--- config.mk ---
export PLATFORM = sky130hd
export DESIGN_NAME = framed_command_output_controller_flat
export DESIGN_NICKNAME = d
export VERILOG_FILES = /design/src/design/fcoc_pkg.sv /design/src/design/fcoc_rx_if.sv /design/src/design/fcoc_reply_if.sv /design/src/design/fcoc_front.sv /design/src/design/fcoc_queue.sv /design/src/design/fcoc_back.sv /design/src/design/framed_command_output_controller.sv /design/src/flat_wrapper.sv
export SDC_FILE = /design/constraint.sdc
export NUM_CORES = 1
export LEC_CHECK = 0
export ABC_AREA = 1
export BUFFER_PORTS_ARGS = -buffer_cell sky130_fd_sc_hd__buf_4
export CAP_MARGIN = 20
export CORE_MARGIN = 5
export CORE_UTILIZATION = 55
export CTS_CLUSTER_DIAMETER = 100
export CTS_CLUSTER_SIZE = 20
export DETAILED_ROUTE_END_ITERATION = 8
export PLACE_DENSITY = 0.82
export SYNTH_ARGS = -nofsm -noshare
export SYNTH_HDL_FRONTEND = slang
export SYNTH_SLANG_ARGS = --single-unit
--- constraint.sdc ---
create_clock -name clk -period 2.8 [get_ports clk]
set_input_delay 0.14 -clock clk [delete_from_list [all_inputs] [get_ports clk]]
set_output_delay 0.14 -clock clk [all_outputs]
set_load 0.05 [all_outputs]
--- src/design/fcoc_pkg.sv ---
`timescale 1ns / 1ps
// fcoc_pkg: shared types, codes and helpers for the framed command output controller.
// No dependencies; used by every other design file.
package fcoc_pkg;

  localparam int BYTE_W          = 8;
  localparam int COLOR_W         = 3;
  localparam int QUEUE_DEPTH_DEF = 2;

  // Frame bytes
  localparam logic [BYTE_W-1:0] START_BYTE = 8'hFF;
  localparam logic [BYTE_W-1:0] REPLY_SOF  = 8'hFE;
  localparam logic [BYTE_W-1:0] REPLY_TAG  = 8'h01;
  localparam logic [BYTE_W-1:0] SUM_XOR    = 8'hFF;

  // Commands
  localparam logic [BYTE_W-1:0] CMD_RESTORE = 8'h02;
  localparam logic [BYTE_W-1:0] CMD_FLASH   = 8'h07;
  localparam logic [BYTE_W-1:0] CMD_COLOR   = 8'h0A;
  localparam logic [BYTE_W-1:0] CMD_FAN1    = 8'h20;
  localparam logic [BYTE_W-1:0] CMD_FAN2    = 8'h22;

  // Command arguments
  localparam logic [BYTE_W-1:0] ARG_ON        = 8'h01;
  localparam logic [BYTE_W-1:0] ARG_OFF       = 8'h02;
  localparam logic [BYTE_W-1:0] ARG_COLOR_MIN = 8'h01;
  localparam logic [BYTE_W-1:0] ARG_COLOR_MAX = 8'h08;

  // Reply status
  localparam logic [BYTE_W-1:0] ST_REJECT  = 8'h00;
  localparam logic [BYTE_W-1:0] ST_OK      = 8'h01;
  localparam logic [BYTE_W-1:0] ST_BAD_SUM = 8'h02;

  localparam logic [COLOR_W-1:0] COLOR_RED = 3'd1;

  typedef enum logic [2:0] {
    PH_IDLE = 3'd0,
    PH_CMD  = 3'd1,
    PH_LEN  = 3'd2,
    PH_DATA = 3'd3,
    PH_CHK  = 3'd4
  } phase_t;

  // Reply beat index
  localparam logic [2:0] BEAT_SOF    = 3'd0;
  localparam logic [2:0] BEAT_CMD    = 3'd1;
  localparam logic [2:0] BEAT_TAG    = 3'd2;
  localparam logic [2:0] BEAT_STATUS = 3'd3;
  localparam logic [2:0] BEAT_LAST   = 3'd4;

  // One finished command, handed from parser to reply sender
  typedef struct packed {
    logic [BYTE_W-1:0]  cmd;
    logic [BYTE_W-1:0]  status;
    logic               flash;
    logic [COLOR_W-1:0] color;
    logic               fan1;
    logic               fan2;
  } rec_t;

  // Status color code to lit LEDs {red, green, blue}
  function automatic logic [2:0] lit_of(input logic [COLOR_W-1:0] color);
    logic [2:0] lit;
    unique case (color)
      3'd0: lit = 3'b000;
      3'd1: lit = 3'b100;
      3'd2: lit = 3'b010;
      3'd3: lit = 3'b001;
      3'd4: lit = 3'b110;
      3'd5: lit = 3'b111;
      3'd6: lit = 3'b101;
      3'd7: lit = 3'b011;
      default: lit = 3'b000;
    endcase
    return lit;
  endfunction

endpackage

--- src/design/fcoc_rx_if.sv ---
`timescale 1ns / 1ps
// fcoc_rx_if: valid/ready channel carrying host bytes into the controller.
// Uses fcoc_pkg for the byte width.
interface fcoc_rx_if;
  logic                        valid;
  logic                        ready;
  logic [fcoc_pkg::BYTE_W-1:0] rx_byte;

  modport source (output valid, output rx_byte, input ready);
  modport sink   (input valid, input rx_byte, output ready);
endinterface

--- src/design/fcoc_reply_if.sv ---
`timescale 1ns / 1ps
// fcoc_reply_if: valid/ready channel carrying reply bytes and output state.
// Uses fcoc_pkg for widths.
interface fcoc_reply_if;
  logic                         valid;
  logic                         ready;
  logic [fcoc_pkg::BYTE_W-1:0]  reply_byte;
  logic                         reply_last;
  logic                         flash_on;
  logic [fcoc_pkg::COLOR_W-1:0] led_color;
  logic [2:0]                   rgb_lit;
  logic                         fan1_on;
  logic                         fan2_on;

  modport source (output valid, output reply_byte, output reply_last, output flash_on,
                  output led_color, output rgb_lit, output fan1_on, output fan2_on,
                  input ready);
  modport sink   (input valid, input reply_byte, input reply_last, input flash_on,
                  input led_color, input rgb_lit, input fan1_on, input fan2_on,
                  output ready);
endinterface

--- src/design/fcoc_front.sv ---
`timescale 1ns / 1ps
// fcoc_front: frame parser, checksum check and command execution.
// Uses fcoc_pkg and fcoc_rx_if; pushes one rec_t per frame into the queue.
module fcoc_front (
  input  logic          clk,
  input  logic          rst,
  fcoc_rx_if.sink       rx,
  input  logic          q_full,
  output logic          push,
  output fcoc_pkg::rec_t push_rec
);

  fcoc_pkg::phase_t phase, phase_next;

  logic [fcoc_pkg::BYTE_W-1:0]  cmd, cmd_next;
  logic [fcoc_pkg::BYTE_W-1:0]  len, len_next;
  logic [fcoc_pkg::BYTE_W-1:0]  rem, rem_next;
  logic [fcoc_pkg::BYTE_W-1:0]  sum, sum_next;
  logic [fcoc_pkg::BYTE_W-1:0]  first, first_next;
  logic                         flash, flash_next;
  logic [fcoc_pkg::COLOR_W-1:0] color, color_next;
  logic                         fan1, fan1_next;
  logic                         fan2, fan2_next;
  logic [fcoc_pkg::BYTE_W-1:0]  status;
  logic                         take;
  logic [fcoc_pkg::BYTE_W-1:0]  b;

  // Only the checksum byte needs room in the queue
  assign rx.ready = (phase != fcoc_pkg::PH_CHK) || !q_full;
  assign take     = rx.valid && rx.ready;
  assign b        = rx.rx_byte;

  always_comb begin
    phase_next = phase;
    if (take) begin
      unique case (phase)
        fcoc_pkg::PH_IDLE: if (b == fcoc_pkg::START_BYTE) phase_next = fcoc_pkg::PH_CMD;
        fcoc_pkg::PH_CMD:  phase_next = fcoc_pkg::PH_LEN;
        fcoc_pkg::PH_LEN:  phase_next = (b != '0) ? fcoc_pkg::PH_DATA : fcoc_pkg::PH_CHK;
        fcoc_pkg::PH_DATA: if (rem == 8'd1) phase_next = fcoc_pkg::PH_CHK;
        fcoc_pkg::PH_CHK:  phase_next = fcoc_pkg::PH_IDLE;
        default:           phase_next = fcoc_pkg::PH_IDLE;
      endcase
    end
  end

  // Command execution against the output state (checksum byte only)
  always_comb begin
    flash_next = flash;
    color_next = color;
    fan1_next  = fan1;
    fan2_next  = fan2;
    status     = fcoc_pkg::ST_BAD_SUM;
    if ((sum ^ fcoc_pkg::SUM_XOR) == b) begin
      status = fcoc_pkg::ST_OK;
      unique case (cmd)
        fcoc_pkg::CMD_RESTORE: begin
          flash_next = 1'b0;
          color_next = fcoc_pkg::COLOR_RED;
          fan1_next  = 1'b0;
          fan2_next  = 1'b0;
        end
        fcoc_pkg::CMD_FLASH: begin
          if (first == fcoc_pkg::ARG_ON)       flash_next = 1'b1;
          else if (first == fcoc_pkg::ARG_OFF) flash_next = 1'b0;
          else                                 status     = fcoc_pkg::ST_REJECT;
        end
        fcoc_pkg::CMD_COLOR: begin
          if (first >= fcoc_pkg::ARG_COLOR_MIN && first <= fcoc_pkg::ARG_COLOR_MAX)
            color_next = fcoc_pkg::COLOR_W'(first - 8'd1);
        end
        fcoc_pkg::CMD_FAN1: begin
          if (first == fcoc_pkg::ARG_ON)       fan1_next = 1'b1;
          else if (first == fcoc_pkg::ARG_OFF) fan1_next = 1'b0;
        end
        fcoc_pkg::CMD_FAN2: begin
          if (first == fcoc_pkg::ARG_ON)       fan2_next = 1'b1;
          else if (first == fcoc_pkg::ARG_OFF) fan2_next = 1'b0;
        end
        default: status = fcoc_pkg::ST_REJECT;
      endcase
    end
  end

  always_comb begin
    cmd_next   = cmd;
    len_next   = len;
    rem_next   = rem;
    sum_next   = sum;
    first_next = first;
    push       = 1'b0;
    if (take) begin
      unique case (phase)
        fcoc_pkg::PH_CMD: begin
          cmd_next = b;
          sum_next = b;
        end
        fcoc_pkg::PH_LEN: begin
          len_next   = b;
          rem_next   = b;
          first_next = '0;
          sum_next   = sum + b;
        end
        fcoc_pkg::PH_DATA: begin
          if (rem == len) first_next = b;
          sum_next = sum + b;
          rem_next = rem - 8'd1;
        end
        fcoc_pkg::PH_CHK: push = 1'b1;
        default: ;
      endcase
    end
  end

  assign push_rec = '{cmd: cmd, status: status, flash: flash_next, color: color_next,
                      fan1: fan1_next, fan2: fan2_next};

  always_ff @(posedge clk) begin
    if (rst) begin
      phase <= fcoc_pkg::PH_IDLE;
      cmd   <= '0;
      len   <= '0;
      rem   <= '0;
      sum   <= '0;
      first <= '0;
      flash <= 1'b0;
      color <= fcoc_pkg::COLOR_RED;
      fan1  <= 1'b0;
      fan2  <= 1'b0;
    end else begin
      phase <= phase_next;
      cmd   <= cmd_next;
      len   <= len_next;
      rem   <= rem_next;
      sum   <= sum_next;
      first <= first_next;
      if (push) begin
        flash <= flash_next;
        color <= color_next;
        fan1  <= fan1_next;
        fan2  <= fan2_next;
      end
    end
  end

  a_push_to_idle: assert property (@(posedge clk) disable iff (rst)
    push |=> phase == fcoc_pkg::PH_IDLE)
    else $error("parser not idle after frame end");

  a_data_count: assert property (@(posedge clk) disable iff (rst)
    phase == fcoc_pkg::PH_DATA |-> rem != '0)
    else $error("data phase with no bytes left");

  a_push_room: assert property (@(posedge clk) disable iff (rst) push |-> !q_full)
    else $error("frame end pushed into full queue");

endmodule

--- src/design/fcoc_queue.sv ---
`timescale 1ns / 1ps
// fcoc_queue: small register FIFO of finished commands between parser and sender.
// Uses fcoc_pkg::rec_t.
module fcoc_queue #(
  parameter int DEPTH = fcoc_pkg::QUEUE_DEPTH_DEF
) (
  input  logic           clk,
  input  logic           rst,
  input  logic           push,
  input  fcoc_pkg::rec_t push_rec,
  input  logic           pop,
  output fcoc_pkg::rec_t head,
  output logic           full,
  output logic           empty
);

  localparam int PTR_W = (DEPTH > 1) ? $clog2(DEPTH) : 1;
  localparam int CNT_W = $clog2(DEPTH + 1);
  localparam logic [PTR_W-1:0] PTR_MAX = PTR_W'(DEPTH - 1);

  fcoc_pkg::rec_t   mem [DEPTH];
  logic [PTR_W-1:0] wr_ptr, rd_ptr;
  logic [CNT_W-1:0] count;

  assign full  = (count == CNT_W'(DEPTH));
  assign empty = (count == '0);
  assign head  = mem[rd_ptr];

  always_ff @(posedge clk) begin
    if (push) mem[wr_ptr] <= push_rec;
  end

  always_ff @(posedge clk) begin
    if (rst) begin
      wr_ptr <= '0;
      rd_ptr <= '0;
      count  <= '0;
    end else begin
      if (push) wr_ptr <= (wr_ptr == PTR_MAX) ? '0 : wr_ptr + 1'b1;
      if (pop)  rd_ptr <= (rd_ptr == PTR_MAX) ? '0 : rd_ptr + 1'b1;
      if (push && !pop)      count <= count + 1'b1;
      else if (pop && !push) count <= count - 1'b1;
    end
  end

  a_no_overflow: assert property (@(posedge clk) disable iff (rst) push |-> !full)
    else $error("push into full queue");

  a_no_underflow: assert property (@(posedge clk) disable iff (rst) pop |-> !empty)
    else $error("pop from empty queue");

  a_count_range: assert property (@(posedge clk) disable iff (rst)
    count <= CNT_W'(DEPTH))
    else $error("queue count out of range");

endmodule

--- src/design/fcoc_back.sv ---
`timescale 1ns / 1ps
// fcoc_back: sends one 5-byte reply per queued command.
// Uses fcoc_pkg and fcoc_reply_if; pops records from fcoc_queue.
module fcoc_back (
  input  logic           clk,
  input  logic           rst,
  input  fcoc_pkg::rec_t head,
  input  logic           q_empty,
  output logic           pop,
  fcoc_reply_if.source   reply
);

  logic           busy;
  logic [2:0]     beat;
  fcoc_pkg::rec_t cur;
  logic           last;

  assign last = (beat == fcoc_pkg::BEAT_LAST);
  assign pop  = !q_empty && (!busy || (reply.ready && last));

  always_ff @(posedge clk) begin
    if (rst) begin
      busy <= 1'b0;
      beat <= fcoc_pkg::BEAT_SOF;
    end else if (pop) begin
      busy <= 1'b1;
      beat <= fcoc_pkg::BEAT_SOF;
    end else if (busy && reply.ready) begin
      if (last) busy <= 1'b0;
      else      beat <= beat + 3'd1;
    end
  end

  always_ff @(posedge clk) begin
    if (pop) cur <= head;
  end

  always_comb begin
    unique case (beat)
      fcoc_pkg::BEAT_SOF:    reply.reply_byte = fcoc_pkg::REPLY_SOF;
      fcoc_pkg::BEAT_CMD:    reply.reply_byte = cur.cmd;
      fcoc_pkg::BEAT_TAG:    reply.reply_byte = fcoc_pkg::REPLY_TAG;
      fcoc_pkg::BEAT_STATUS: reply.reply_byte = cur.status;
      fcoc_pkg::BEAT_LAST:
        reply.reply_byte = (cur.cmd + fcoc_pkg::REPLY_TAG + cur.status) ^ fcoc_pkg::SUM_XOR;
      default:               reply.reply_byte = '0;
    endcase
  end

  assign reply.valid      = busy;
  assign reply.reply_last = last;
  assign reply.flash_on   = cur.flash;
  assign reply.led_color  = cur.color;
  assign reply.rgb_lit    = fcoc_pkg::lit_of(cur.color);
  assign reply.fan1_on    = cur.fan1;
  assign reply.fan2_on    = cur.fan2;

  a_beat_range: assert property (@(posedge clk) disable iff (rst)
    busy |-> beat <= fcoc_pkg::BEAT_LAST)
    else $error("reply beat out of range");

  a_done_idle: assert property (@(posedge clk) disable iff (rst)
    reply.valid && reply.ready && reply.reply_last && q_empty |=> !busy)
    else $error("sender still busy after last beat with nothing queued");

  a_hold_stable: assert property (@(posedge clk) disable iff (rst)
    reply.valid && !reply.ready |=> reply.valid && $stable(reply.reply_byte))
    else $error("reply byte changed while waiting");

endmodule

--- src/design/framed_command_output_controller.sv ---
`timescale 1ns / 1ps
// framed_command_output_controller: top level, parser -> command queue -> reply sender.
// Uses fcoc_pkg, fcoc_rx_if, fcoc_reply_if, fcoc_front, fcoc_queue, fcoc_back.

// Host bytes arrive on rx, one request per byte, and are taken at one byte per
// cycle unless rx stalls. A frame is 0xFF, command, length, length data bytes,
// checksum; bytes outside a frame other than 0xFF are dropped. The checksum
// byte runs the command (flash 0x07, color 0x0A, fans 0x20/0x22, restore 0x02)
// and queues a reply; the sender then emits five requests on reply: 0xFE,
// command, 0x01, status, checksum, with reply_last on the fifth and the updated
// output state on all five. The checksum byte's record is written into the
// command queue and then popped into the sender, which raises reply.valid. The
// reply port moves one byte per cycle while reply.ready is high; rx stalls only
// on a checksum byte while the QUEUE_DEPTH-entry command queue is full, so
// short frames back to back are paced by the reply port.
module framed_command_output_controller #(
  parameter int QUEUE_DEPTH = fcoc_pkg::QUEUE_DEPTH_DEF
) (
  input  logic         clk,
  input  logic         rst,
  fcoc_rx_if.sink      rx,
  fcoc_reply_if.source reply
);

  // parser -> queue
  logic           push;
  fcoc_pkg::rec_t push_rec;
  logic           q_full;

  // queue -> sender
  logic           pop;
  fcoc_pkg::rec_t head;
  logic           q_empty;

  fcoc_front u_front (
    .clk      (clk),
    .rst      (rst),
    .rx       (rx),
    .q_full   (q_full),
    .push     (push),
    .push_rec (push_rec)
  );

  fcoc_queue #(
    .DEPTH (QUEUE_DEPTH)
  ) u_queue (
    .clk      (clk),
    .rst      (rst),
    .push     (push),
    .push_rec (push_rec),
    .pop      (pop),
    .head     (head),
    .full     (q_full),
    .empty    (q_empty)
  );

  fcoc_back u_back (
    .clk     (clk),
    .rst     (rst),
    .head    (head),
    .q_empty (q_empty),
    .pop     (pop),
    .reply   (reply)
  );

endmodule

--- src/flat_wrapper.sv ---
// flat-port wrapper written by rule: the top's interface ports become plain ports
module framed_command_output_controller_flat 
#(
  parameter int QUEUE_DEPTH = fcoc_pkg::QUEUE_DEPTH_DEF
)
  (clk, rst, rx_valid, rx_rx_byte, rx_ready, reply_valid, reply_reply_byte, reply_reply_last, reply_flash_on, reply_led_color, reply_rgb_lit, reply_fan1_on, reply_fan2_on, reply_ready);
  fcoc_rx_if rx_i ();
  fcoc_reply_if reply_i ();
  input  logic clk;
  input  logic rst;
  input wire logic [$bits(rx_i.valid)-1:0] rx_valid;
  input wire logic [$bits(rx_i.rx_byte)-1:0] rx_rx_byte;
  output wire logic [$bits(rx_i.ready)-1:0] rx_ready;
  output wire logic [$bits(reply_i.valid)-1:0] reply_valid;
  output wire logic [$bits(reply_i.reply_byte)-1:0] reply_reply_byte;
  output wire logic [$bits(reply_i.reply_last)-1:0] reply_reply_last;
  output wire logic [$bits(reply_i.flash_on)-1:0] reply_flash_on;
  output wire logic [$bits(reply_i.led_color)-1:0] reply_led_color;
  output wire logic [$bits(reply_i.rgb_lit)-1:0] reply_rgb_lit;
  output wire logic [$bits(reply_i.fan1_on)-1:0] reply_fan1_on;
  output wire logic [$bits(reply_i.fan2_on)-1:0] reply_fan2_on;
  input wire logic [$bits(reply_i.ready)-1:0] reply_ready;
  assign rx_i.valid = rx_valid;
  assign rx_i.rx_byte = rx_rx_byte;
  assign rx_ready = rx_i.ready;
  assign reply_valid = reply_i.valid;
  assign reply_reply_byte = reply_i.reply_byte;
  assign reply_reply_last = reply_i.reply_last;
  assign reply_flash_on = reply_i.flash_on;
  assign reply_led_color = reply_i.led_color;
  assign reply_rgb_lit = reply_i.rgb_lit;
  assign reply_fan1_on = reply_i.fan1_on;
  assign reply_fan2_on = reply_i.fan2_on;
  assign reply_i.ready = reply_ready;
  framed_command_output_controller #(.QUEUE_DEPTH(QUEUE_DEPTH)) u_core (.clk(clk), .rst(rst), .rx(rx_i), .reply(reply_i));
endmodule
* Word-level counts from Yosys, hierarchy flattened
Memories as Yosys holds them, arrays and structs flattened. A register that Yosys moved wholly into a read port is not among the register bits. Index checks and enable logic that the tools add are counted.
Storage, ports and cells: register bits after elaboration 65, bits in writable memories 32, memory bits (read-only) 24, logic and storage cells 130, memories kept 2
Operators by class: add/subtract/negate cells 10, order comparisons 2, equality and inequality tests 24, multiplexer cells 39, bitwise gates (word level) 3, reductions and logical operators 34
Memories:
- u_core.u_queue.mem | words 2, width 16, read ports 1, clocked after memory_dff 1, write ports 1, RTL line fcoc_queue.sv:21 | fcoc_pkg::rec_t mem [DEPTH];
- (name not given) | words 8, width 3, read ports 1, clocked after memory_dff 0, write ports 0, RTL line fcoc_pkg.sv:64 | unique case (color)
Operator list (number):
- $pmux 8 s2 | 3
- $pmux 8 s5 | 1
- $mux 1 | 20
- $add 8x8->8 | 2
- $eq 8x1->1 const B | 2
- $eq 8x2->1 const B | 2
- $eq 8x6->1 const B | 2
- $eq 8x8->1 | 2
- $not 8->8 | 2
- $mux 3 | 5
- $eq 3x2->1 const B | 4
- $pmux 3 s4 | 1
- $reduce_and 2->1 | 6
- $reduce_bool 2->1 | 5
- $add 8x1->8 const B | 1
- $eq 8x3->1 const B | 1
- $eq 8x4->1 const B | 1
- $eq 8x8->1 const B | 1
- $ge 8x1->1 const B | 1
- $le 8x4->1 const B | 1
- $mux 8 | 1
- $pmux 1 s2 | 4
- $reduce_bool 8->1 | 1
- $sub 8x1->8 const B | 1
- other kinds (21) | 42

* Longest topological paths before layout
Gate-level depths: netlist of run 1.
word-level depth 9, depth in mapped cells 12, mapped depth without buffers 12

* By module
From an unflattened synthesis of run 1, not the netlist that was laid out.
Unflattened totals: cell total of the unflattened synthesis 822, area total of the unflattened synthesis 6792.8 sq um
Modules (own cells, without submodules):
- fcoc_front | instances 1, cells each 525, area an instance 3294.4 sq um
- fcoc_queue | instances 1, cells each 101, area an instance 1818.0 sq um
- fcoc_back | instances 1, cells each 196, area an instance 1680.4 sq um

* Least setup slack after synthesis of run 1
No wires, ideal clock.
kind flip-flop to flip-flop, start register u_core.u_back.beat[0], end register u_core.u_queue.count[1], setup time 0.122 ns, arrival 2.127 ns, path slack 0.551 ns, cell stages (with the launch flop) 13, cell sequence dfxtp_1 > inv_1 > ha_1 > nand2_1 > inv_1 > nand2_1 > nand2_1 > o21ai_1 > ha_1 > a21oi_1 > o21ai_0 > o21ai_0 > a21oi_1
Between the ends: cells in the longest elaborated chain, start to end 7, elaborated cells between the ends (all ways) 9, those cells by class eq/ne (1); mux (1); reduce/logical (7)
RTL lines:
- start, declared | RTL line fcoc_back.sv:14 | logic [2:0] beat;
- start signal, assigned | RTL line fcoc_back.sv:24 | beat <= fcoc_pkg::BEAT_SOF;
- start signal, assigned | RTL line fcoc_back.sv:27 | beat <= fcoc_pkg::BEAT_SOF;
- start signal, assigned | RTL line fcoc_back.sv:30 | else beat <= beat + 3'd1;
- $eq 3x3->1 * | RTL line fcoc_back.sv:18 | assign last = (beat == fcoc_pkg::BEAT_LAST);
- named net reply_reply_last | RTL line flat_wrapper.sv:16 | output wire logic [$bits(reply_i.reply_last)-1:0] reply_reply_last;
- $logic_and 1x1->1 * | RTL line fcoc_back.sv:19 | assign pop = !q_empty && (!busy || (reply.ready && last));
- $logic_or 1x1->1 * | RTL line fcoc_back.sv:19
- $logic_and 1x1->1 * | RTL line fcoc_back.sv:19
- $logic_not 1->1 | RTL line fcoc_queue.sv:41 | if (push && !pop) count <= count + 1'b1;
- $logic_and 1x1->1 | RTL line fcoc_queue.sv:41
- $mux 2 or $reduce_bool 2->1 (tied branches)
- end signal, assigned | RTL line fcoc_queue.sv:41
- end signal, assigned | RTL line fcoc_queue.sv:42 | else if (pop && !push) count <= count - 1'b1;
- end, declared | RTL line fcoc_queue.sv:23 | logic [CNT_W-1:0] count;
The timed path passes the listed nets; every way through them passes the cells marked *. A chain may end at the register's enable or synchronous reset.

* Final worst setup path of run 1
start register u_core.u_back.beat[0], end register u_core.u_queue.count[1]
Between the ends: cells in the longest elaborated chain, start to end 7, elaborated cells between the ends (all ways) 9, those cells by class eq/ne (1); mux (1); reduce/logical (7)
RTL lines (RTL line):
- $eq 3x3->1 * | fcoc_back.sv:18
- $logic_and 1x1->1 * | fcoc_back.sv:19
- $logic_or 1x1->1 * | fcoc_back.sv:19
- $logic_and 1x1->1 * | fcoc_back.sv:19
- $logic_not 1->1 | fcoc_queue.sv:41
- $logic_and 1x1->1 | fcoc_queue.sv:41
- $mux 2 or $reduce_bool 2->1 (tied branches)
Mark *: on every way between the ends. The rest lies on a longest branch, timed or not.

==> results of run 1 <==
==> cells in the final DEF (no fill, tap or decap), drive strengths merged, types with 3 or more instances in the layout <==
cell type and count:
o21ai 46, o211ai 3, xnor2 3, xor2 4, or2 3, nor2 62
inv 95, a21oi 65, nand4 10, edfxtp 48, o21a 3, nand2 234
ha 21, clkbuf 10, buf 36, nand3 54, clkinv 6, dfxtp 57
a31oi 4
==> kinds of logic (layout without fill, tap and decap cells) <==
family / Yosys count / count (layout) / synth area share [%]
adders and majority gates: 23 / 23 / 5.34
xor gates and xnor gates: 7 / 7 / 1.08
and+or+nand+nor: 366 / 366 / 27.7
AOI/OAI and AO/OA: 125 / 125 / 11.8
buffers and inverters: 117 / 149 / 8.58
DFF: 105 / 105 / 45.5
==> metrics by stage <==
stage	instances	util, %	hold WS, ns	power, mW
3_5_place_dp	895	58.8	0.443	3.52
4_1_cts	911	60.7	0.0420	4.44
3_3_place_gp	895	58.8	0.432	3.45
6_report	911	60.7	0.0537	4.43
5_1_grt	911	60.7	0.0508	4.68
2_1_floorplan	743	-	0.288	3.12
==> worst max path at each step <==
stage | from | end | slack [ns]
global route | u_core.u_back.beat[0]$_SDFFE_PP0P_ | u_core.u_queue.count[1]$_SDFFE_PP0P_ | 0.28
finish | u_core.u_back.beat[0]$_SDFFE_PP0P_ | u_core.u_queue.count[1]$_SDFFE_PP0P_ | 0.47
CTS | u_core.u_back.cur[6]$_DFFE_PP_ | reply_reply_byte[6] | 0.48
floorplan | u_core.u_back.beat[0]$_SDFFE_PP0P_ | u_core.u_queue.count[1]$_SDFFE_PP0P_ | 0.55
detailed placement | u_core.u_back.beat[0]$_SDFFE_PP0P_ | u_core.u_queue.count[1]$_SDFFE_PP0P_ | 0.52
global placement | u_core.u_back.beat[0]$_SDFFE_PP0P_ | u_core.u_queue.count[1]$_SDFFE_PP0P_ | 0.65
==> power by group through the flow <==
stage               Combinational (mW)  Clock (mW)  Sequential [mW]
finish                            1.49       0.940             2.00
CTS                               1.49       0.956             2.00
global placement                  1.43           0             2.02
detailed placement                1.48           0             2.03
global route                      1.62        1.03             2.03
floorplan                         1.03           0             2.09
==> area by class of cell <==
class	count	area share, %
multi-input cells	521	42.1
flip-flops and latches	105	41.7
inverters	97	5.91
repair buffers	36	4.37
well taps	136	2.75
clock buffers	10	2.06
clock inverters	6	1.09
==> critical path, stage by stage, from the launching register on <==
cell and delay (ns):
dfxtp_1 0.41, inv_1 0.08, ha_1 0.21, nand2_1 0.19, inv_1 0.16, nand2_1 0.09, nand2_1 0.06, o21ai_1 0.21
ha_1 0.32, a21oi_1 0.14, o21ai_0 0.12, o21ai_0 0.16, a21oi_1 0.05
==> registers in the layout, indices dropped and copies added, names as in the netlist, 2 cells and up <==
signal,cells
u_core.u_queue.mem,32
u_core.u_back.cur,10
u_core.u_front.cmd,8
u_core.u_front.first,8
u_core.u_front.len,8
u_core.u_front.rem,8
u_core.u_front.sum,8
u_core.u_back.beat,3
u_core.u_back.reply.led_color,3
u_core.u_front.color,3
u_core.u_front.phase,3
u_core.u_queue.count,2
==> metal layers <==
layer / up-vias / part of all wire, % / GRT usage, %
li1: 2461 / - / -
met1: 2189 / 43 / 24.3
met2: 169 / 49 / 34.1
met3: 32 / 5.9 / 3.10
met4: 0 / 2.6 / 7.95
met5: - / 0 / 0
==> run summary, run 1 <==
The flow ran to the end, and the final reports show no timing, DRC or antenna violations. The sequential cells in the finished layout cover a total of 0.00258 sq mm. The synthesized netlist contains 39 unique library cells. The number of cells upsized or downsized after cts is 0, and the number of setup buffers added after CTS is 0. Cells with a size suffix above 1 make up 10.1% of the layout.

Number of primary I/O pins: 32. The share of the Yosys chip area taken by registers is 45.5%. The number of synthesis warnings is 0, and the maximum achievable frequency is 430 MHz. The data arrival time of the critical path is 2.60 ns. Reg-to-reg setup timing slack: 0.47 ns.

Ranked by instance count, the synthesized netlist is headed by nand2_1 (227), inv_1 (90), a21oi_1 (64). The remaining max-slew budget at the tightest pin was 52.6%; the placer congestion estimate was 0.899. The area growth from synthesis to layout is 9.07%. The tools report the fill cell instance count of the final layout as 906.

The wire length per cell works out to 13.3 um. The startpoint identified for the worst hold timing path is rst. For the worst setup margin, the log shows 0.473 ns.

For this run, design rule violations remaining after detail routing come to 0. The first global-routing pass estimated 20.3 mm of wire. The final worst-path cycle share was 83.1%; the total clock sinks was 105. Once the floorplan was initialized, standard cells occupied 55.7% of the core. The final critical path time including I/O delays and setup works out to 2.33 ns. The capturing element type of the critical path was a register.

Counting instances, the worst hold path has a depth of 2. Counting flops and latches in the post-synthesis netlist gives 105. The average vias per placed instance was 5.32; the via total after detailed routing was 4,851. From bottom edge to top edge, the die measures 112 um.

The most common cell in the synthesized netlist is nand2_1. The portion of total power attributed to sequential cells was 45.2%; the transition time at the pin with the least slew margin was 0.710 ns. For this design the static power due to leakage is 2.72 nW. The half-perimeter wire length after placement came out at 8.82 mm. Counting flops with an async set or reset pin after synthesis yields a share of 0%.

In the final design database the tool counted 805 nets. The detail route stage leaves a number of antenna-violating nets equal to 0. The startpoint identified for the worst register-to-register timing path is u_core.u_back.beat[0]$_SDFFE_PP0P_. OpenSTA, run right after detailed placement, puts the worst setup slack at 0.518 ns. The number of enable flip-flop cells after synthesis works out to 48. The run gives 4,556 as the via count of the first global-routing pass. The CTS clock-pin slew for the worst setup and hold paths is 0.10 ns.

The max-slew violation count is 0. After routing the design area is 0.00619 sq mm. The sum of negative setup slack was 0 ns; the DRC marker count from the first detailed-route iteration was 415.

Input and output buffers added on the ports amount to 31. For this run the aggregate overflow at the end of global routing stands at 0. The tools report the number of antenna violations at the first check in global routing as 0.

TritonCTS built the clock tree. Measured along the x axis, the die boundary spans 112 um. The repair_antennas step left the layout with diodes totalling 0. Across the run, the number of max-cap violations was 0.

The hold path endpoint was u_core.u_front.rem[7]$_SDFFE_PP0P_. Summed over all nets, the switching power comes to 1.74 mW. Buffers inserted during clock tree synthesis total 9. The run gives 0.00599 sq mm as the instance area at placement. The fraction of power spent switching nets works out to 39.3%. The tightest min-delay check is of the in -> reg type.

The logs give 778 for the number of nets in the synthesized netlist and 6 for the detailed-router iteration count before antenna repair. For the worst flop-to-flop path, the logic depth is 12. Setup violations remaining at the end of the flow were counted as 0. Setup repair after global routing left no endpoint under its margin.

Entering global routing, the biggest net connects 31 pins. The highest fanout seen on the critical path came out at 7. The clock network burns 21.2% of the power. A synthesized cell averages 7.63 sq um.

The total number of H-tree levels came out at 3. The sum of routed wire length over all layers is 12.1 mm, and the maximum ir drop on the vdd rail is 0.747 mV. The tools report the synthesized cell area as 0.00567 sq mm. The logs give 2.69 mW for the internal portion of total power and 33.5% for the combinational share of power. For the number of buffers added to fix hold violations after cts, the log shows 0. The tools report the core area as 0.0102 sq mm.

The root cell of the clock tree is clkbuf_8. In the synthesized netlist the dominant register cell turns out to be dfxtp_1. The worst setup path is launched from a register. The number of failing hold endpoints at the final stage was 0; the total power per unit cell area was 716 mW/mm^2. The initialized floorplan defines 37 standard-cell rows. The later pin in the worst-skew pair is clocked with a latency of 0.37 ns.

Of the post-synthesis cell area, the dominant cell type holds 25.4%. The tools report the number of instances in the synthesized netlist as 743. The critical register-to-register path endpoint was u_core.u_queue.count[1]$_SDFFE_PP0P_. Data on the critical path is required at its endpoint by 3.07 ns. The logs give 0.00467 ns for the maximum clock skew at final layout and 2 for the number of buffers between clock root and the deepest sink. By startpoint and endpoint, the worst setup path is classified as reg -> reg. By area the synthesized netlist is led by edfxtp_1 (25%), dfxtp_1 (20%), nand2_1 (15%). The library cell with the largest summed area after synthesis is edfxtp_1. Die footprint: 0.0124 sq mm. For the total routing usage reported by global routing, the log shows 19.6%. Summing all multi-input logic gate instances after layout gives 0.00260 sq mm.
No activity file was read; power rests on OpenSTA's default activity.
==> inputs of run 2 (changes only) <==
PLACE_DENSITY = 0.85   (was 0.82)
clock period = 1.9 ns   (was 2.8 ns; I/O delays follow)
==> run 2 against run 1 <==
Compared with the run above:
- the flow now finishes with violations (setup timing)
- clock-buffer cell count is 1 lower
- die area stayed put
- total power is 55% higher
- first-iteration DRC count is 7.2% higher
- utilization is 3.8 points higher
- combinational power is 74% higher
- final cell count is 2.4% higher
==> run summary, run 2 (same netlist as run 1, synthesis figures left out) <==
The run finished, with violations left. The final reports fail on setup timing. The placer congestion estimate came out at 0.915 (+1.7%). The data arrival time of the critical path is 2.04 ns (-0.56 ns), and the reg-to-reg setup timing slack is 0.12 ns (-0.35 ns). The register bank with the most flops was u_core.u_queue.mem.

Timing startpoint of the critical path: u_core.u_back.cur[14]$_DFFE_PP_. The horizontal die dimension was 112 um (unchanged). The cell depth of the worst flop-to-flop path is 12 (unchanged), and the count of standard-cell rows is 37 (unchanged).

The min-delay analysis places its worst path in the category in -> reg. The maximum ir drop on the vdd rail came out at 0.783 mV (+4.9%). Total power per unit cell area: 1040 mW/mm^2 (+46%). The number of buffers created by CTS is 9 (unchanged), and the highest fanout seen on the critical path is 3 (-4).

The wire length per cell is 13.8 um (+4.2%). The tools report the fill cell instance count of the final layout as 816 (-9.9%). The commonest non-fill, non-tap cell in the layout is nand2_1. The remaining max-slew budget at the tightest pin came out at 65.7% (+13 points).

The source of the worst register-to-register timing path was u_core.u_back.beat[0]$_SDFFE_PP0P_. The logs give 6.87 mW (+55%) for the power consumption and 21.7 mm (+6.5%) for the global-route wire length before repair. The CTS clock-pin slew for the worst setup and hold paths works out to 0.10 ns (about the same). The final worst-path cycle share came out at 113%. The static leakage is 2.84 nW (+4.3%).

The tools report the total routing usage reported by global routing as 21.0% (+1.4 points). The root cell of the clock tree is clkbuf_8. The run gives 0.0102 sq mm (unchanged) as the core area. Setup repair after global routing could not meet its margin everywhere.

The sum of routed wire length over all layers was 12.9 mm (+6.7%). For the worst-skew pair later-pin latency, the log shows 0.38 ns (about the same). The net count reported at finish came out at 827 (+2.7%). The largest registers in the layout are u_core.u_queue.mem x32, u_core.u_back.cur x10.

The final critical path time including I/O delays and setup works out to 2.14 ns. The tools report the number of failing hold endpoints at the final stage as 0 (unchanged). The post-placement setup slack is -0.00960 ns (-0.528 ns), and the number of nets still failing antenna checks after routing is 0 (unchanged). The transition time at the pin with the least slew margin is 0.512 ns (-0.199 ns). The via total after detailed routing was 5,070 (+4.5%); the total overflow reported by the global router was 0 (unchanged). Critical register-to-register path endpoint: u_core.u_queue.count[1]$_SDFFE_PP0P_. The total clock sinks was 105 (unchanged).

TritonCTS built the clock tree. The maximum number of pins on one net before global-route repair was 31 (unchanged). The run gives 445 (+7.2%) as the DRC marker count from the first detailed-route iteration. The maximum clock skew at final layout came out at 0.0179 ns (+0.0132 ns).

Following the worst setup path forward leads to its endpoint at reply_reply_byte[4]. The number of buffers between clock root and the deepest sink is 2 (unchanged), and the half-perimeter wire length after placement is 9.36 mm (+6.1%). The signed area change from the synthesized netlist to the final layout was 15.9%; the flip-flop count of the largest register after layout was 32 (unchanged). The detailed-router iteration count before antenna repair came out at 5 (-1). Leaving out fill and tap cells, the most frequent cells in the layout are nand2_1 (222), inv_1 (87), a21oi_1 (62). The number of primary I/O pins was 32 (unchanged); the via count of the first global-routing pass was 4,879 (+7.1%). The number of I/O port buffers came out at 31 (unchanged). Number of antenna violations at the first check in global routing: 0 (unchanged). The DRC violations left is 0 (unchanged), and the die footprint is 0.0124 sq mm (unchanged). The tools report the total number of H-tree levels as 3 (unchanged).

The average vias per placed instance is 5.43 (+2.1%), and the worst endpoint required time is 1.80 ns (-1.27 ns). For the total of endpoints with negative setup slack in the final report, the log shows 7 (+7). For the post-route cell area, the log shows 0.00657 sq mm (+6.3%). Y dimension of the die: 112 um (unchanged). The run gives 0.00615 sq mm (+2.7%) as the instance area at placement. The logs give 468 MHz for the maximum achievable frequency and 0 (unchanged) for the max-slew violation count. The max-capacitance violation count is 0 (unchanged). Sum of negative setup slack: -1.14 ns (-1.14 ns). The worst setup path is captured at an output port. The worst setup margin was -0.238 ns (-0.711 ns). The worst setup path is of the reg -> out kind. The fraction of final layout cells sized beyond drive strength 1 is 16.3% (+6.2 points), and the total inserted antenna cells is 0 (unchanged). The logs give 64.5% (+3.8 points) for the final core utilization and 55.7% (unchanged) for the effective utilization at floorplan. The worst setup path is launched from a register.
## run 2: cell count changes in the layout (fill, tap and decap cells not counted), moves of 4 or more
| cell | delta |
|---|---|
| ha_1 | -5 |
| nand2_2 | +5 |
| buf_4 | +9 |
| o21ai_1 | +4 |
| nor2_1 | -4 |
| nand2_1 | -5 |
| o21ai_0 | -5 |
| nand3_1 | -4 |
| buf_6 | +7 |
| buf_12 | +4 |
## run 2: routing by layer
| metal | track usage [%] | share of wire [%] | vias up |
|---|---|---|---|
| met5 | 2.35 | 0.33 | - |
| met4 | 10.9 | 3.6 | 2 |
| met3 | 5.16 | 6.7 | 46 |
| met2 | 36.1 | 50 | 201 |
| met1 | 24.0 | 40 | 2315 |
| li1 | - | - | 2506 |
## run 2: layout make-up
cell class | instances | area [sq um] | area share [%]
Clock buffer | 9 | 124 | 1.88
Tap cell | 136 | 170 | 2.59
Multi-Input combinational cell | 521 | 2740 | 41.7
Sequential cell | 105 | 2590 | 39.4
Inverter | 97 | 369 | 5.61
Timing Repair Buffer | 58 | 517 | 7.86
Clock inverter | 7 | 61.3 | 0.933
## run 2: timing repair
action,CTS,global route
buffers inserted,2,6
endpoints found under the hold margin,6,0
hold buffers,2,0
endpoints found under the setup margin,9,27
pin swaps,4,6
resized for setup,21,20
cloned,0,0
## run 2: worst min path at each step
| stage | startpoint | endpoint | cells after the start |
|---|---|---|---|
| floorplan | rx_rx_byte[6] | u_core.u_front.len[6]$_SDFFE_PP0P_ | 2 |
| global placement | reply_ready | u_core.u_back.beat[1]$_SDFFE_PP0P_ | 3 |
| detailed placement | rst | u_core.u_front.sum[7]$_SDFFE_PP0P_ | 2 |
| CTS | rx_rx_byte[0] | u_core.u_front.sum[0]$_SDFFE_PP0P_ | 3 |
| global route | rx_rx_byte[0] | u_core.u_front.sum[0]$_SDFFE_PP0P_ | 3 |
| finish | rx_rx_byte[0] | u_core.u_front.sum[0]$_SDFFE_PP0P_ | 3 |
## run 2: per-stage QoR
stage / instances / hold WS, ns
final: 933 / 0.0468
after global routing: 933 / 0.0352
after CTS: 927 / 0.0305
after detailed placement: 907 / 0.399
after global placement: 907 / 0.389
after floorplan: 743 / 0.243
## run 2: where the power goes
part | switching, mW | internal [mW]
logic | 1.69 | 0.897
registers | 0.262 | 2.70
clock network | 0.814 | 0.499
## run 2: critical path, stage by stage, from the launching register on
cell	delay (ns)
edfxtp_1	0.41
inv_1	0.08
ha_2	0.16
inv_2	0.04
fa_2	0.34
nand2_2	0.07
inv_2	0.05
nand2_2	0.07
a21oi_2	0.06
o21ai_1	0.09
nand3_1	0.11
buf_6	0.18
==> inputs of run 3 (changes only) <==
--- a/config.mk
+++ b/config.mk
@@ -10,3 +10,2 @@
 export CAP_MARGIN = 20
-export CORE_MARGIN = 5
 export CORE_UTILIZATION = 55
--- a/constraint.sdc
+++ b/constraint.sdc
@@ -3,2 +3,2 @@
 set_output_delay 0.095 -clock clk [all_outputs]
-set_load 0.05 [all_outputs]
+set_load 0.02 [all_outputs]
==> run 3 against run 2 <==
Compared with the run above:
- the run still ends with setup timing left
- clock power grew 15%
- largest power group unchanged
- clock-buffer cell count is the same
- critical path type unchanged
- clock skew shrank 0.0030 ns
- final cell count shrank 0.54%
==> run summary, run 3 (same netlist as run 1, synthesis figures left out) <==
The flow ran to the end, but the final reports show violations. The final reports fail on setup timing. The tools report the number of primary I/O pins as 32 (unchanged). The tools report the worst endpoint required time as 1.80 ns (about the same). The fraction of power spent switching nets is 36.6% (-3.7 points), and the final worst-path cycle share is 114% (+0.96 points). The post-route cell area was 0.00652 sq mm (-0.78%); the static leakage was 2.85 nW (+0.35%).

Signed area change from the synthesized netlist to the final layout: 15.0%. The tools report the power consumption as 6.56 mW (-4.4%). The instance area at placement is 0.00611 sq mm (-0.61%). The net switching power was 2.40 mW (-13%); the sum of negative setup slack was -1.37 ns (-0.232 ns). The half-perimeter wire length after placement was 9.19 mm (-1.7%); the number of buffers between clock root and the deepest sink was 2 (unchanged). The number of antenna violations at the first check in global routing came out at 0 (unchanged). Horizontal die dimension: 104 um (-7.2%). The library cells used most frequently in the layout, excluding fill and tap cells, are nand2_1 (224), inv_1 (87), a21oi_1 (61). The run gives 904 (-0.33%) as the cell total after placement. The logs give 105 (unchanged) for the total clock sinks and 32.2% (-5.5 points) for the combinational share of power.

The logs give 4,918 (+0.80%) for the via count of the first global-routing pass and 464 MHz (-0.85%) for the maximum achievable frequency. The fraction of final layout cells sized beyond drive strength 1 is 15.3% (-0.97 points). In this run the clock root is driven by a clkbuf_8. The DRC marker count from the first detailed-route iteration was 442 (-0.67%); the max-capacitance violation count was 0 (unchanged). Maximum ir drop on the vdd rail: 0.625 mV (-20%). For the number of non-filler instances in the completed layout, the log shows 928 (-0.54%). The internal portion of total power is 4.16 mW (+1.5%), and the remaining max-slew budget at the tightest pin is 65.1% (-0.54 points). The number of failing hold endpoints at the final stage is 0 (unchanged).

TritonCTS built the clock tree. The DRC violations left is 0 (unchanged), and the worst setup margin is -0.257 ns (-0.0183 ns). The tools report the total inserted antenna cells as 0 (unchanged).

The flip-flop count of the largest register after layout came out at 32 (unchanged). The detailed-router iteration count before antenna repair is 5 (unchanged). The count of standard-cell rows was 36 (-2.7%); the amount of wire on met3 after detailed routing was 876 um (+0.57%).

The largest registers in the layout are u_core.u_queue.mem x32, u_core.u_back.cur x10. For the worst-skew pair later-pin latency, the log shows 0.39 ns (about the same). CTS clock-pin slew for the worst setup and hold paths: 0.11 ns (about the same). For the max-slew violation count, the log shows 0 (unchanged). The wire length per cell is 14.1 um (+2.1%). The tools report the capturing element type of the critical path as an output port. The transition time at the pin with the least slew margin is 0.520 ns (+0.00805 ns). Leaving out fill and tap cells, the most frequent cell in the layout is nand2_1. The average vias per placed instance came out at 5.49 (+1.0%). The met1 wire length was 5.17 mm (+1.1%). The register bank with the most flops is u_core.u_queue.mem. The startpoint type of the worst setup path is a register. Start-to-end type of the worst setup path: reg -> out. The highest metal layer used by the detailed router was met4. Core area: 0.00986 sq mm (-3.1%). The worst hold-check path type was in -> reg. The total overflow reported by the global router was 0 (unchanged); the via total after detailed routing was 5,095 (+0.49%). For the number of nets still failing antenna checks after routing, the log shows 0 (unchanged). The logs give 0.0149 ns (-0.00301 ns) for the maximum clock skew at final layout and 6.61 mm (+3.0%) for the detailed route wirelength on metal2.

Setup repair after global routing could not meet its margin everywhere. The total routing usage reported by global routing was 25.1% (+4.1 points); the total power per unit cell area was 1010 mW/mm^2 (-3.7%). The highest fanout seen on the critical path is 3 (unchanged), and the y dimension of the die is 104 um (-7.2%).

Fill cell instance count of the final layout: 755 (-7.5%). The power share of the clock group is 22.8% (+3.7 points). For the number of buffers created by CTS, the log shows 9 (unchanged).

The tools report the post-placement setup slack as -0.0522 ns (-0.0426 ns). The global-route wire length before repair was 21.7 mm (+0.16%). The placer congestion estimate was 0.891 (-2.7%); the number of I/O port buffers was 31 (unchanged). The maximum number of pins on one net before global-route repair was 33 (+6.5%). The total of endpoints with negative setup slack in the final report was 7 (unchanged).

The run gives 825 (-0.24%) as the net count reported at finish. The run gives 3 (unchanged) as the total number of H-tree levels. Final critical path time including I/O delays and setup: 2.16 ns (+0.0183 ns). The logs give 2.06 ns (+0.02 ns) for the data arrival time of the critical path and 0.0107 sq mm (-14%) for the die footprint.

The sum of routed wire length over all layers was 13.1 mm (+1.5%); the effective utilization at floorplan was 57.5% (+1.8 points). For the portion of total power attributed to sequential cells, the log shows 45.0% (+1.8 points).
==> run 3: path summary, 6_finish.rpt <==
path	startpoint	endpoint	slack [ns]	depth (start not counted)
hold reg to reg	u_core.u_front.cmd[4]$_SDFFE_PP0P_	u_core.u_queue.mem[1][12]$_DFFE_PP_	0.48	0
hold / removal	rx_rx_byte[0]	u_core.u_front.sum[0]$_SDFFE_PP0P_	0.03	3
setup / recovery	u_core.u_back.cur[6]$_DFFE_PP_	reply_reply_byte[6]	-0.26	11
setup reg to reg	u_core.u_back.beat[1]$_SDFFE_PP0P_	u_core.u_queue.count[1]$_SDFFE_PP0P_	0.05	12
==> run 3: what timing repair did <==
item / CTS / global route
hold buffers: 2 / 0
setup endpoints to repair: 8 / 19
gates resized for setup: 18 / 19
buffers inserted: 6 / 0
pin swaps: 7 / 5
hold endpoints to repair: 6 / 0
==> run 3: area by class of cell <==
type | instances | area (sq um) | share of cell area, %
clock inverter | 7 | 92.6 | 1.42
tap | 133 | 166 | 2.55
clock buffer | 9 | 124 | 1.90
multi-input combinational | 521 | 2710 | 41.5
inverter | 97 | 365 | 5.60
timing repair buffer | 56 | 482 | 7.39
sequential | 105 | 2580 | 39.6
==> run 3: critical path, stage by stage, from the launching register on <==
cell and delay (ns):
edfxtp_1 0.44, inv_1 0.08, ha_2 0.17, inv_2 0.04, fa_2 0.34, nand2_1 0.08, inv_2 0.06, nand2_2 0.08
or2_4 0.13, nand3_2 0.06, nand3_2 0.07, buf_6 0.12
==> run 3: power groups by stage <==
stage	combinational, mW	sequential, mW	clock, mW
floorplan	1.23	2.98	0
global placement	1.76	2.97	0
detailed placement	1.86	2.99	0
CTS	2.01	2.93	1.52
global route	2.33	2.99	1.61
finish	2.11	2.95	1.50
==> run 3: per-stage QoR <==
stage               hold slack [ns]  util, %
floorplan                     0.243        -
global placement              0.388     62.0
detailed placement            0.397     62.0
CTS                          0.0221     65.3
global route                 0.0421     66.1
finish                       0.0340     66.1
==> run 3: layer usage <==
layer	track usage [%]	up-vias
met5	0	-
met4	13.1	0
met3	3.52	38
met2	45.1	226
met1	28.9	2326
li1	-	2505
